==> config.mk <==
export PLATFORM = sky130hd
export DESIGN_NAME = script_source_tokenizer
export DESIGN_NICKNAME = d
export VERILOG_FILES = /design/src/design/sst_pkg.sv /design/src/design/script_source_tokenizer.sv
export SDC_FILE = /design/constraint.sdc
export NUM_CORES = 2
export LEC_CHECK = 0
export BUFFER_PORTS_ARGS = -buffer_cell sky130_fd_sc_hd__buf_2
export CAP_MARGIN = 20
export CELL_PAD_IN_SITES_DETAIL_PLACEMENT = 0
export CELL_PAD_IN_SITES_GLOBAL_PLACEMENT = 1
export CORE_MARGIN = 2
export CORE_UTILIZATION = 51
export DETAILED_ROUTE_END_ITERATION = 8
export PLACE_DENSITY_LB_ADDON = 0.1
export SYNTH_ARGS = -nofsm -noshare
export SYNTH_HDL_FRONTEND = slang
export SYNTH_SLANG_ARGS = --single-unit
==> constraint.sdc <==
create_clock -name clock -period 14.1 [get_ports clock]
set_input_delay 0.705 -clock clock [delete_from_list [all_inputs] [get_ports clock]]
set_output_delay 0.705 -clock clock [all_outputs]
set_load 0.005 [all_outputs]
==> src/design/sst_pkg.sv <==
package sst_pkg;

   localparam int NAME_BUFFER_LEN = 16;
   localparam int OFFSET_BITS     = 24;
   localparam int LINE_BITS       = 16;
   localparam int COLUMN_BITS     = 16;
   localparam int NAME_IDX_BITS   = $clog2(NAME_BUFFER_LEN);
   localparam int KW_COUNT        = 39;
   localparam int KW_MAX_LEN      = 14;

   typedef logic [LINE_BITS-1:0]   line_type;
   typedef logic [COLUMN_BITS-1:0] col_type;
   typedef logic [OFFSET_BITS-1:0] off_type;

   // token kinds
   localparam logic [6:0] K_END          = 7'd0;
   localparam logic [6:0] K_NUMBER       = 7'd1;
   localparam logic [6:0] K_STRING       = 7'd2;
   localparam logic [6:0] K_IDENT        = 7'd3;
   localparam logic [6:0] K_ERROR        = 7'd4;
   localparam logic [6:0] K_INCLUDE      = 7'd5;
   localparam logic [6:0] K_INVOLVE      = 7'd6;
   localparam logic [6:0] K_KW0          = 7'd7;
   localparam logic [6:0] K_ADD          = 7'd7;
   localparam logic [6:0] K_SUB          = 7'd8;
   localparam logic [6:0] K_MUL          = 7'd9;
   localparam logic [6:0] K_DIV          = 7'd10;
   localparam logic [6:0] K_MOD          = 7'd11;
   localparam logic [6:0] K_EQ           = 7'd46;
   localparam logic [6:0] K_ARROW        = 7'd47;
   localparam logic [6:0] K_ASSIGN       = 7'd48;
   localparam logic [6:0] K_PLUS_ASSIGN  = 7'd49;
   localparam logic [6:0] K_INC          = 7'd50;
   localparam logic [6:0] K_MINUS_ASSIGN = 7'd51;
   localparam logic [6:0] K_DEC          = 7'd52;
   localparam logic [6:0] K_MUL_ASSIGN   = 7'd53;
   localparam logic [6:0] K_DIV_ASSIGN   = 7'd54;
   localparam logic [6:0] K_MOD_ASSIGN   = 7'd55;
   localparam logic [6:0] K_NEQ          = 7'd56;
   localparam logic [6:0] K_NOT          = 7'd57;
   localparam logic [6:0] K_LTE          = 7'd58;
   localparam logic [6:0] K_LT           = 7'd59;
   localparam logic [6:0] K_GTE          = 7'd60;
   localparam logic [6:0] K_GT           = 7'd61;
   localparam logic [6:0] K_AND          = 7'd62;
   localparam logic [6:0] K_INSERT       = 7'd63;
   localparam logic [6:0] K_OR           = 7'd64;
   localparam logic [6:0] K_LPAREN       = 7'd65;
   localparam logic [6:0] K_RPAREN       = 7'd66;
   localparam logic [6:0] K_LBRACE       = 7'd67;
   localparam logic [6:0] K_RBRACE       = 7'd68;
   localparam logic [6:0] K_LBRACK       = 7'd69;
   localparam logic [6:0] K_RBRACK       = 7'd70;
   localparam logic [6:0] K_COMMA        = 7'd71;
   localparam logic [6:0] K_DOT          = 7'd72;
   localparam logic [6:0] K_SEMI         = 7'd73;
   localparam logic [6:0] K_COLON        = 7'd74;

   // error codes
   localparam logic [1:0] E_NONE    = 2'd0;
   localparam logic [1:0] E_INC     = 2'd1;
   localparam logic [1:0] E_INV     = 2'd2;
   localparam logic [1:0] E_UNKNOWN = 2'd3;

   // lexer modes
   localparam logic [4:0] M_IDLE     = 5'd0;
   localparam logic [4:0] M_COMMENT  = 5'd1;
   localparam logic [4:0] M_DIR_INC  = 5'd2;
   localparam logic [4:0] M_DIR_INV  = 5'd3;
   localparam logic [4:0] M_WS_INC   = 5'd4;
   localparam logic [4:0] M_WS_INV   = 5'd5;
   localparam logic [4:0] M_PATH_INC = 5'd6;
   localparam logic [4:0] M_PATH_INV = 5'd7;
   localparam logic [4:0] M_NUMBER   = 5'd8;
   localparam logic [4:0] M_STRING   = 5'd9;
   localparam logic [4:0] M_IDENT    = 5'd10;
   localparam logic [4:0] M_OP       = 5'd11;
   localparam logic [4:0] M_AMP      = 5'd12;

   typedef struct packed {
      logic [23:0] value_length;
      logic [23:0] value_offset;
      logic [15:0] start_column;
      logic [15:0] start_line;
      logic [1:0]  error_code;
      logic [6:0]  kind;
   } tok_type;

   localparam int TOK_BITS  = $bits(tok_type);
   localparam int DATA_BITS = ((TOK_BITS + 7) / 8) * 8;

   function automatic logic is_space(input logic [7:0] c);
      return (c == 8'h20) || (c >= 8'd9 && c <= 8'd13);
   endfunction

   function automatic logic is_digit(input logic [7:0] c);
      return c >= "0" && c <= "9";
   endfunction

   function automatic logic is_alpha(input logic [7:0] c);
      return (c >= "a" && c <= "z") || (c >= "A" && c <= "Z");
   endfunction

   // {valid, kind}
   function automatic logic [7:0] op_single(input logic [7:0] c);
      case (c)
         "=": return {1'b1, K_ASSIGN};
         "+": return {1'b1, K_ADD};
         "-": return {1'b1, K_SUB};
         "*": return {1'b1, K_MUL};
         "/": return {1'b1, K_DIV};
         "%": return {1'b1, K_MOD};
         "!": return {1'b1, K_NOT};
         "<": return {1'b1, K_LT};
         ">": return {1'b1, K_GT};
         default: return 8'd0;
      endcase
   endfunction

   function automatic logic [7:0] op_pair(input logic [7:0] c0, input logic [7:0] c);
      logic [7:0] r;
      r = 8'd0;
      if (c == "=") begin
         case (c0)
            "=": r = {1'b1, K_EQ};
            "+": r = {1'b1, K_PLUS_ASSIGN};
            "-": r = {1'b1, K_MINUS_ASSIGN};
            "*": r = {1'b1, K_MUL_ASSIGN};
            "/": r = {1'b1, K_DIV_ASSIGN};
            "%": r = {1'b1, K_MOD_ASSIGN};
            "!": r = {1'b1, K_NEQ};
            "<": r = {1'b1, K_LTE};
            ">": r = {1'b1, K_GTE};
            default: r = 8'd0;
         endcase
      end else if (c0 == "=" && c == ">") begin
         r = {1'b1, K_ARROW};
      end else if (c0 == "+" && c == "+") begin
         r = {1'b1, K_INC};
      end else if (c0 == "-" && c == "-") begin
         r = {1'b1, K_DEC};
      end else if (c0 == "&" && c == "&") begin
         r = {1'b1, K_AND};
      end else if (c0 == "|" && c == "|") begin
         r = {1'b1, K_OR};
      end
      return r;
   endfunction

   function automatic logic [7:0] punct_kind(input logic [7:0] c);
      case (c)
         "(": return {1'b1, K_LPAREN};
         ")": return {1'b1, K_RPAREN};
         "{": return {1'b1, K_LBRACE};
         "}": return {1'b1, K_RBRACE};
         "[": return {1'b1, K_LBRACK};
         "]": return {1'b1, K_RBRACK};
         ",": return {1'b1, K_COMMA};
         ".": return {1'b1, K_DOT};
         ";": return {1'b1, K_SEMI};
         ":": return {1'b1, K_COLON};
         default: return 8'd0;
      endcase
   endfunction

   function automatic logic [7:0] dir_char(input logic inv, input logic [3:0] i);
      logic [63:0] s;
      s = inv ? 64'("#involve") : 64'("#include");
      return s[(7 - i[2:0]) * 8 +: 8];
   endfunction

   function automatic logic [7:0] ins_char(input logic [3:0] i);
      logic [47:0] s;
      s = 48'("insert");
      return (i < 4'd6) ? s[(5 - i) * 8 +: 8] : 8'd0;
   endfunction

   function automatic logic [KW_MAX_LEN*8-1:0] kw_text(input int i);
      case (i)
         0:  return 112'("add");
         1:  return 112'("sub");
         2:  return 112'("mul");
         3:  return 112'("div");
         4:  return 112'("mod");
         5:  return 112'("if");
         6:  return 112'("else");
         7:  return 112'("while");
         8:  return 112'("for");
         9:  return 112'("function");
         10: return 112'("void");
         11: return 112'("const");
         12: return 112'("help");
         13: return 112'("end");
         14: return 112'("return");
         15: return 112'("break");
         16: return 112'("continue");
         17: return 112'("true");
         18: return 112'("false");
         19: return 112'("null");
         20: return 112'("system.print");
         21: return 112'("system.input");
         22: return 112'("system.len");
         23: return 112'("system.type");
         24: return 112'("system.output");
         25: return 112'("system.error");
         26: return 112'("system.warning");
         27: return 112'("namespace");
         28: return 112'("enum");
         29: return 112'("class");
         30: return 112'("struct");
         31: return 112'("new");
         32: return 112'("match");
         33: return 112'("case");
         34: return 112'("default");
         35: return 112'("try");
         36: return 112'("catch");
         37: return 112'("finally");
         38: return 112'("in");
         default: return '0;
      endcase
   endfunction

   function automatic int kw_len(input int i);
      logic [KW_MAX_LEN*8-1:0] t;
      int n;
      t = kw_text(i);
      n = 0;
      for (int j = 0; j < KW_MAX_LEN; j++) begin
         if (t[j*8 +: 8] != 8'd0) begin
            n = j + 1;
         end
      end
      return n;
   endfunction

   function automatic logic [OFFSET_BITS-1:0] sat_off(input logic [OFFSET_BITS-1:0] v);
      return (&v) ? v : v + 1'b1;
   endfunction

endpackage

==> src/design/script_source_tokenizer.sv <==
// channel | dir | tdata                  | tuser  | tlast
// req_    | in  | ch                     | at_end | -
// rsp_    | out | kind, error_code, line, | -      | last token of the word
//         |     | column, offset, length |        |
// One source word is taken per cycle while req_tready is high; the lexer state
// updates at the accepting edge. A word yields zero, one or two tokens; they queue
// in a four-entry buffer and leave one per cycle while rsp_tready is high.
// req_tready drops while fewer than two buffer slots are free.
// Synchronous active-high reset returns the lexer to line 1, column 1, offset 0.
module script_source_tokenizer (
   input  logic                          clock,
   input  logic                          reset,
   input  logic                          req_tvalid,
   output logic                          req_tready,
   input  logic [7:0]                    req_tdata,  // [7:0] ch
   input  logic                          req_tuser,  // [0] at_end
   output logic                          rsp_tvalid,
   input  logic                          rsp_tready,
   // [6:0] kind, [8:7] error_code, [24:9] start_line, [40:25] start_column,
   // [64:41] value_offset, [88:65] value_length, rest zero
   output logic [sst_pkg::DATA_BITS-1:0] rsp_tdata,
   output logic                          rsp_tlast
);
   import sst_pkg::*;

   localparam int QDEPTH = 4;

   logic [4:0]               mode_ff, mode_in;
   line_type                 line_ff, line_in, tok_line_ff, tok_line_in;
   col_type                  col_ff, col_in, tok_col_ff, tok_col_in;
   off_type                  off_ff, off_in, tok_off_ff, tok_off_in;
   logic [5:0]               ncount_ff, ncount_in;
   logic [3:0]               midx_ff, midx_in;
   logic [7:0]               name_ff [NAME_BUFFER_LEN];
   logic                     name_we;
   logic [NAME_IDX_BITS-1:0] name_wi;
   logic [7:0]               op0_ff, op0_in;

   tok_type                  slot [2];
   logic [1:0]               nemit;
   logic                     refeed;
   logic [6:0]               ident_kind;
   logic                     accept, at_end;
   logic [7:0]               c;

   tok_type                  q_ff [QDEPTH];
   logic                     qlast_ff [QDEPTH];
   logic [1:0]               wr_ff, rd_ff;
   logic [2:0]               cnt_ff;
   logic                     pop;

   function automatic tok_type mk(input logic [6:0] k, input logic [1:0] e,
                                  input line_type l, input col_type cl,
                                  input off_type o, input off_type n);
      tok_type t;
      t.kind         = k;
      t.error_code   = e;
      t.start_line   = l;
      t.start_column = cl;
      t.value_offset = o;
      t.value_length = n;
      return t;
   endfunction

   function automatic off_type body_len(input off_type cur, input off_type tok);
      return (cur > tok) ? cur - tok : '0;
   endfunction

   assign accept = req_tvalid && req_tready;
   assign c      = req_tdata;
   assign at_end = req_tuser || (req_tdata == 8'd0);

   // keyword lookup over the name buffer; lowest table entry wins
   always_comb begin
      logic [KW_MAX_LEN*8-1:0] t;
      int                      n;
      logic                    hit;
      ident_kind = K_IDENT;
      for (int i = KW_COUNT - 1; i >= 0; i--) begin
         t   = kw_text(i);
         n   = kw_len(i);
         hit = (int'(ncount_ff) == n);
         for (int j = 0; j < KW_MAX_LEN; j++) begin
            if (j < n && name_ff[j] != t[(n - 1 - j) * 8 +: 8]) begin
               hit = 1'b0;
            end
         end
         if (hit) begin
            ident_kind = K_KW0 + 7'(i);
         end
      end
   end

   always_comb begin
      logic [7:0] r;
      tok_type    tk;
      mode_in     = mode_ff;
      line_in     = line_ff;
      col_in      = col_ff;
      off_in      = off_ff;
      tok_line_in = tok_line_ff;
      tok_col_in  = tok_col_ff;
      tok_off_in  = tok_off_ff;
      ncount_in   = ncount_ff;
      midx_in     = midx_ff;
      op0_in      = op0_ff;
      name_we     = 1'b0;
      name_wi     = ncount_ff[NAME_IDX_BITS-1:0];
      slot[0]     = '0;
      slot[1]     = '0;
      nemit       = 2'd0;
      refeed      = 1'b0;
      r           = 8'd0;
      tk          = '0;

      if (at_end) begin
         tk = '0;
         case (mode_ff)
            M_WS_INC:   tk = mk(K_ERROR, E_INC, tok_line_ff, tok_col_ff, tok_off_ff, 24'd8);
            M_WS_INV:   tk = mk(K_ERROR, E_INV, tok_line_ff, tok_col_ff, tok_off_ff, 24'd8);
            M_PATH_INC: tk = mk(K_INCLUDE, E_NONE, tok_line_ff, tok_col_ff, tok_off_ff,
                                body_len(off_ff, tok_off_ff));
            M_PATH_INV: tk = mk(K_INVOLVE, E_NONE, tok_line_ff, tok_col_ff, tok_off_ff,
                                body_len(off_ff, tok_off_ff));
            M_STRING:   tk = mk(K_STRING, E_NONE, tok_line_ff, tok_col_ff, tok_off_ff,
                                body_len(off_ff, tok_off_ff));
            M_NUMBER:   tk = mk(K_NUMBER, E_NONE, tok_line_ff, tok_col_ff, tok_off_ff,
                                body_len(off_ff, tok_off_ff));
            M_IDENT:    tk = mk(ident_kind, E_NONE, tok_line_ff, tok_col_ff, tok_off_ff,
                                body_len(off_ff, tok_off_ff));
            M_OP: begin
               r = op_single(op0_ff);
               if (r[7]) begin
                  tk = mk(r[6:0], E_NONE, tok_line_ff, tok_col_ff, tok_off_ff, 24'd1);
               end else begin
                  tk = mk(K_ERROR, E_UNKNOWN, tok_line_ff, tok_col_ff, tok_off_ff, '0);
               end
            end
            M_AMP:      tk = mk(K_ERROR, E_UNKNOWN, tok_line_ff, tok_col_ff, tok_off_ff, '0);
            default:    tk = '0;
         endcase
         if (mode_ff >= M_WS_INC && mode_ff <= M_AMP) begin
            slot[nemit[0]] = tk;
            nemit          = nemit + 2'd1;
         end
         slot[nemit[0]] = mk(K_END, E_NONE, line_ff, col_ff, off_ff, '0);
         nemit          = nemit + 2'd1;
         mode_in     = M_IDLE;
         line_in     = line_type'(1);
         col_in      = col_type'(1);
         off_in      = '0;
         tok_line_in = line_type'(1);
         tok_col_in  = col_type'(1);
         tok_off_in  = '0;
         ncount_in   = '0;
         midx_in     = '0;
      end else begin
         case (mode_ff)
            M_IDLE: refeed = 1'b1;
            M_COMMENT: begin
               if (c == 8'h0A) begin
                  mode_in = M_IDLE;
               end
            end
            M_DIR_INC, M_DIR_INV: begin
               mode_in = mode_ff;
               if (mode_ff == M_DIR_INC && midx_ff == 4'd3 && c == "v") begin
                  mode_in = M_DIR_INV;
               end
               if (midx_ff < 4'd8 && dir_char(mode_in == M_DIR_INV, midx_ff) == c) begin
                  midx_in = midx_ff + 4'd1;
                  if (midx_in >= 4'd8) begin
                     mode_in = (mode_in == M_DIR_INC) ? M_WS_INC : M_WS_INV;
                  end
               end else begin
                  mode_in = (c == 8'h0A) ? M_IDLE : M_COMMENT;
               end
            end
            M_WS_INC, M_WS_INV: begin
               if (c == "\"") begin
                  mode_in    = (mode_ff == M_WS_INC) ? M_PATH_INC : M_PATH_INV;
                  tok_off_in = sat_off(off_ff);
               end else if (!is_space(c)) begin
                  slot[nemit[0]] = mk(K_ERROR, (mode_ff == M_WS_INC) ? E_INC : E_INV,
                                      tok_line_ff, tok_col_ff, tok_off_ff, 24'd8);
                  nemit  = nemit + 2'd1;
                  refeed = 1'b1;
               end
            end
            M_PATH_INC, M_PATH_INV, M_STRING: begin
               if (c == "\"") begin
                  slot[nemit[0]] = mk((mode_ff == M_STRING) ? K_STRING :
                                      (mode_ff == M_PATH_INC) ? K_INCLUDE : K_INVOLVE,
                                      E_NONE, tok_line_ff, tok_col_ff, tok_off_ff,
                                      body_len(off_ff, tok_off_ff));
                  nemit   = nemit + 2'd1;
                  mode_in = M_IDLE;
               end
            end
            M_NUMBER: begin
               if (!(is_digit(c) || c == ".")) begin
                  slot[nemit[0]] = mk(K_NUMBER, E_NONE, tok_line_ff, tok_col_ff, tok_off_ff,
                                      body_len(off_ff, tok_off_ff));
                  nemit  = nemit + 2'd1;
                  refeed = 1'b1;
               end
            end
            M_IDENT: begin
               if (is_alpha(c) || is_digit(c) || c == "_" || c == ".") begin
                  name_we = (ncount_ff < 6'(NAME_BUFFER_LEN));
                  if (ncount_ff != 6'd63) begin
                     ncount_in = ncount_ff + 6'd1;
                  end
               end else begin
                  slot[nemit[0]] = mk(ident_kind, E_NONE, tok_line_ff, tok_col_ff, tok_off_ff,
                                      body_len(off_ff, tok_off_ff));
                  nemit  = nemit + 2'd1;
                  refeed = 1'b1;
               end
            end
            M_OP: begin
               r = op_pair(op0_ff, c);
               if (r[7]) begin
                  slot[nemit[0]] = mk(r[6:0], E_NONE, tok_line_ff, tok_col_ff, tok_off_ff,
                                      24'd2);
                  nemit   = nemit + 2'd1;
                  mode_in = M_IDLE;
               end else if (op0_ff == "&" && c == "i") begin
                  mode_in = M_AMP;
                  midx_in = 4'd1;
               end else begin
                  r = op_single(op0_ff);
                  if (r[7]) begin
                     slot[nemit[0]] = mk(r[6:0], E_NONE, tok_line_ff, tok_col_ff,
                                         tok_off_ff, 24'd1);
                  end else begin
                     slot[nemit[0]] = mk(K_ERROR, E_UNKNOWN, tok_line_ff, tok_col_ff,
                                         tok_off_ff, '0);
                  end
                  nemit  = nemit + 2'd1;
                  refeed = 1'b1;
               end
            end
            M_AMP: begin
               if (midx_ff < 4'd6 && ins_char(midx_ff) == c) begin
                  midx_in = midx_ff + 4'd1;
                  if (midx_in >= 4'd6) begin
                     slot[nemit[0]] = mk(K_INSERT, E_NONE, tok_line_ff, tok_col_ff,
                                         tok_off_ff, 24'd7);
                     nemit   = nemit + 2'd1;
                     mode_in = M_IDLE;
                  end
               end else begin
                  slot[nemit[0]] = mk(K_ERROR, E_UNKNOWN, tok_line_ff, tok_col_ff,
                                      tok_off_ff, '0);
                  nemit  = nemit + 2'd1;
                  refeed = 1'b1;
               end
            end
            default: refeed = 1'b1;
         endcase

         // start a token at the current byte
         if (refeed) begin
            mode_in = M_IDLE;
            if (!is_space(c)) begin
               tok_line_in = line_ff;
               tok_col_in  = col_ff;
               tok_off_in  = off_ff;
               if (c == "#") begin
                  mode_in = M_DIR_INC;
                  midx_in = 4'd1;
               end else if (is_digit(c)) begin
                  mode_in = M_NUMBER;
               end else if (c == "\"") begin
                  mode_in    = M_STRING;
                  tok_off_in = sat_off(off_ff);
               end else if (is_alpha(c) || c == "_") begin
                  mode_in   = M_IDENT;
                  name_we   = 1'b1;
                  name_wi   = '0;
                  ncount_in = 6'd1;
               end else if (op_single(c) != 8'd0 || c == "&" || c == "|") begin
                  mode_in = M_OP;
                  op0_in  = c;
               end else begin
                  r = punct_kind(c);
                  if (r[7]) begin
                     slot[nemit[0]] = mk(r[6:0], E_NONE, line_ff, col_ff, off_ff, 24'd1);
                  end else begin
                     slot[nemit[0]] = mk(K_ERROR, E_UNKNOWN, line_ff, col_ff, off_ff, '0);
                  end
                  nemit = nemit + 2'd1;
               end
            end
         end

         if (c == 8'h0A) begin
            line_in = (&line_ff) ? line_ff : line_ff + 1'b1;
            col_in  = col_type'(1);
         end else begin
            col_in = (&col_ff) ? col_ff : col_ff + 1'b1;
         end
         off_in = sat_off(off_ff);
      end
   end

   always_ff @(posedge clock) begin
      if (reset) begin
         mode_ff     <= M_IDLE;
         line_ff     <= line_type'(1);
         col_ff      <= col_type'(1);
         off_ff      <= '0;
         tok_line_ff <= line_type'(1);
         tok_col_ff  <= col_type'(1);
         tok_off_ff  <= '0;
         ncount_ff   <= '0;
         midx_ff     <= '0;
      end else if (accept) begin
         mode_ff     <= mode_in;
         line_ff     <= line_in;
         col_ff      <= col_in;
         off_ff      <= off_in;
         tok_line_ff <= tok_line_in;
         tok_col_ff  <= tok_col_in;
         tok_off_ff  <= tok_off_in;
         ncount_ff   <= ncount_in;
         midx_ff     <= midx_in;
      end
   end

   always_ff @(posedge clock) begin
      if (accept) begin
         op0_ff <= op0_in;
         if (name_we) begin
            name_ff[name_wi] <= c;
         end
      end
   end

   // token queue
   assign pop        = rsp_tvalid && rsp_tready;
   assign req_tready = (cnt_ff <= 3'(QDEPTH - 2));
   assign rsp_tvalid = (cnt_ff != 3'd0);
   assign rsp_tdata  = DATA_BITS'(q_ff[rd_ff]);
   assign rsp_tlast  = qlast_ff[rd_ff];

   always_ff @(posedge clock) begin
      if (accept && nemit != 2'd0) begin
         q_ff[wr_ff]     <= slot[0];
         qlast_ff[wr_ff] <= (nemit == 2'd1);
         if (nemit == 2'd2) begin
            q_ff[wr_ff + 2'd1]     <= slot[1];
            qlast_ff[wr_ff + 2'd1] <= 1'b1;
         end
      end
   end

   always_ff @(posedge clock) begin
      if (reset) begin
         wr_ff  <= '0;
         rd_ff  <= '0;
         cnt_ff <= '0;
      end else begin
         if (accept) begin
            wr_ff <= wr_ff + nemit;
         end
         if (pop) begin
            rd_ff <= rd_ff + 2'd1;
         end
         cnt_ff <= cnt_ff + (accept ? {1'b0, nemit} : 3'd0) - (pop ? 3'd1 : 3'd0);
      end
   end

   a_cnt_bound: assert property (@(posedge clock) disable iff (reset)
      cnt_ff <= 3'(QDEPTH))
      else $error("token queue overflow");

   a_end_resets: assert property (@(posedge clock) disable iff (reset)
      accept && at_end |=> mode_ff == M_IDLE && line_ff == line_type'(1) && off_ff == '0)
      else $error("lexer state not cleared after end word");

   a_end_emits: assert property (@(posedge clock) disable iff (reset)
      accept && at_end |=> rsp_tvalid)
      else $error("end word produced no token");

   a_name_range: assert property (@(posedge clock) disable iff (reset)
      mode_ff == M_IDENT |-> ncount_ff != 6'd0)
      else $error("identifier mode with empty name");

endmodule

==> key figures <==
Status
  • Outcome: complete, no violations

Synthesis
  • Sequential cell area fraction in the yosys report: 0.512
  • Distinct cells, synth: 97
  • Synthesized area: 33400 sq um
  • Synth Warn #: 0
  • Synth top area share: 0.428
  • EDFF count, synth: 476
  • Leading area contributor after synthesis: edfxtp_1
  • Yosys reg bits: 616
  • Post-Syn Instances: 3083
  • Average size of a mapped cell: 10.8 sq um
  • Top FF cell, synth: edfxtp_1
  • Async set-reset flop share out of synthesis: 0
  • Largest cells by area after synthesis: edfxtp_1, dfxtp_1, mux4_2

Floorplanning
  • I/O pin cnt: 112
  • Initial core utilization: 0.517
  • Die Width: 260 um
  • Die Height: 260 um
  • FP Rows: 93
  • Die area: 67600 sq um
  • Core Area: 64600 sq um

Pwr
  • Psw: 1.40 mW
  • Sequential Power Share: 0.432
  • Combinational fraction of design power: 0.185
  • Sw frac: 0.280
  • Pint: 3.60 mW
  • Max VDD drop: 99.9 uV
  • PwrDens: 135 nW/um^2
  • Static Leak: 11.7 nW
  • Clk network pwr share: 0.383

Timing
  • Worst Clk Skew: 0.0285 ns
  • Setup total negative slack: 0 ns
  • RSZ-0062 raised after global routing: false
  • Max Fclk: 149 MHz
  • Crit share post-route: 0.477
  • Worst slew pin tran: 1.19 ns
  • Relative slew margins: 0.196
  • Final-report hold violation count: 0
  • Period minus WS final: 6.72 ns
  • # setup viols final: 0
  • Slew Viols, Final: 0

Setup path
  • WP data arrival: 6.96 ns
  • Worst Path Max Fanout: 51
  • Worst endpoint required time: 14.34 ns
  • Critical path launch point type: flop
  • Critical setup path kind: reg2reg
  • Critical path endpoint category: flop

GRT
  • Global-route wire length before repair: 164000 um
  • Initial antenna violation count: 0
  • Total track usage: 0.322
  • Vias in the first global route: 26000
  • Grt ovf: 0
  • Largest net degree at the start of global routing: 85

Clocking
  • CTS tree: done
  • Post-CTS setup buffer count: 0
  • Root Buffer Master: clkbuf_16
  • Post-CTS Hold Buffers: 0
  • Clock buffer depth: 3
  • Worst-Skew Late Latency: 0.64 ns
  • CTS H-Tree Depth: 3
  • # resized after CTS: 0
  • Reg clk slew, reported paths: 0.06 ns
  • Total CTS buffers: 69
  • CTS Sinks: 616

Layout
  • Most frequent cells in the layout: edfxtp_1, nor2_1, nand2_1
  • Layout fillers: 5427
  • Commonest non-fill, non-tap cell in the layout: edfxtp_1
  • Post-route insts no fill: 3986
  • Post-layout nets: 3134
  • Antenna fix cells: 0
  • Share of cells above drive strength 1: 0.135
  • Synth-to-Final Area Change: 10.7%

Detailed routing
  • WL per Instance: 27.7 um
  • Routed Antenna Nets: 0
  • DRT iter0 DRCs: 3071
  • Drt via density: 6.74
  • Via count: 26900
  • DRC viols: 0
  • Pre-Repair DR Iteration Count: 6
  • Final wirelength: 110000 um

Place
  • Hpwl dp: 73000 um
  • PortBufs: 104
  • Placed instance count: 3857
  • Routability cong.: 0.965

Run
  • Max-Cap Viols: 0

Worst hold path
  • Worst min path class: in2reg
final cells by class:
type	count	area, sq um	area share
Clock buffer	88	1840	0.0497
Clock inverter	40	583	0.0158
Inverter	55	206	0.00558
Multi-Input combinational cell	2167	15200	0.411
Sequential cell	616	17100	0.462
Tap cell	855	1070	0.0289
Timing Repair Buffer	165	985	0.0266
synth_stat cells, drive strengths merged, types with 24 or more instances:
| cell | n |
|---|---|
| a21o | 24 |
| nor3 | 77 |
| ha | 45 |
| o2bb2ai | 225 |
| nor2b | 37 |
| a22oi | 53 |
| dfxtp | 140 |
| nand2b | 35 |
| buf | 95 |
| nand4 | 75 |
| o21ai | 91 |
| edfxtp | 476 |
| xor2 | 29 |
| a21oi | 160 |
| nor2 | 356 |
| clkbuf | 156 |
| nand3 | 96 |
| mux4 | 90 |
| or3 | 24 |
| and3 | 29 |
| xnor2 | 35 |
| a31oi | 27 |
| nand2 | 237 |
| nor4 | 54 |
| inv | 54 |
metal layers:
layer  vias to the layer above  track usage  share of wire
met4                         0        0.109          0.031
met2                      1211        0.512           0.47
met3                       207       0.0498          0.075
li1                      11900            -              -
met1                     13500        0.450           0.43
met5                         -            0              0
worst max-delay path: stages, from the launching register on:
cell and delay (ns):
dfxtp_1 0.75, ha_1 0.45, nor4_1 0.35, xor2_1 0.12, a211oi_1 0.34, and3b_1 0.32
nand4_1 0.23, a21oi_1 0.43, inv_1 0.17, ha_1 0.31, nor2_1 0.05, mux2i_2 0.77
a21oi_1 0.23, a21o_1 0.25, nor2_4 0.08, buf_4 0.51, buf_4 0.84
power by group through the flow:
| stage | logic, mW | clock network, mW | registers [mW] |
|---|---|---|---|
| final | 0.927 | 1.91 | 2.16 |
| after detailed placement | 0.929 | 0 | 2.20 |
| after floorplan | 0.588 | 0 | 2.17 |
| after global routing | 0.985 | 2.00 | 2.17 |
| after CTS | 0.934 | 1.93 | 2.16 |
| after global placement | 0.925 | 0 | 2.18 |
registers in the layout, summed over array words and instances, names as in the netlist, 5 cells and up, named ones only:
| name | cells |
|---|---|
| col_ff | 16 |
| name_ff | 112 |
| line_ff | 16 |
| ncount_ff | 6 |
| op0_ff | 8 |
| mode_ff | 5 |
| tok_off_ff | 24 |
| tok_line_ff | 16 |
| off_ff | 24 |
| q_ff | 356 |
| tok_col_ff | 16 |
cell families after synthesis:
family,after synthesis,synth area share
AO/OA/AOI/OAI,736,0.160
AND/OR/NAND/NOR,1210,0.189
buffers and inverters,306,0.0403
XOR/XNOR,64,0.0168
other,1,0.000112
multiplexers,103,0.0646
flip-flops,616,0.512
adder cells (fa/ha/maj),47,0.0180
through the flow:
step / setup WS [ns] / utilization / hold WS (ns) / cell area [sq um] / power [mW]
6_report: 7.38 / 0.573 / 0.461 / 37000 / 5.00
5_1_grt: 6.97 / 0.573 / 0.470 / 37000 / 5.16
4_1_cts: 7.41 / 0.573 / 0.439 / 37000 / 5.02
3_5_place_dp: 7.20 / 0.535 / 0.473 / 34600 / 3.13
3_3_place_gp: 7.41 / 0.535 / 0.459 / 34600 / 3.11
2_1_floorplan: 4.09 / - / 0.446 / 33400 / 2.75
worst paths after layout:
path                              startpoint                     endpoint  slack [ns]  cells past startpoint
setup / recovery     midx_ff[2]$_SDFFE_PP0P_        q_ff[3][20]$_DFFE_PP_        7.38                     16
hold / removal                         reset  tok_line_ff[5]$_SDFFE_PP0P_        0.46                      2
setup reg to reg     midx_ff[2]$_SDFFE_PP0P_        q_ff[3][20]$_DFFE_PP_        7.38                     16
hold reg to reg   tok_off_ff[4]$_SDFFE_PP0P_   tok_off_ff[4]$_SDFFE_PP0P_        0.49                      2
Note: power is estimated with default switching activity, not from simulation.
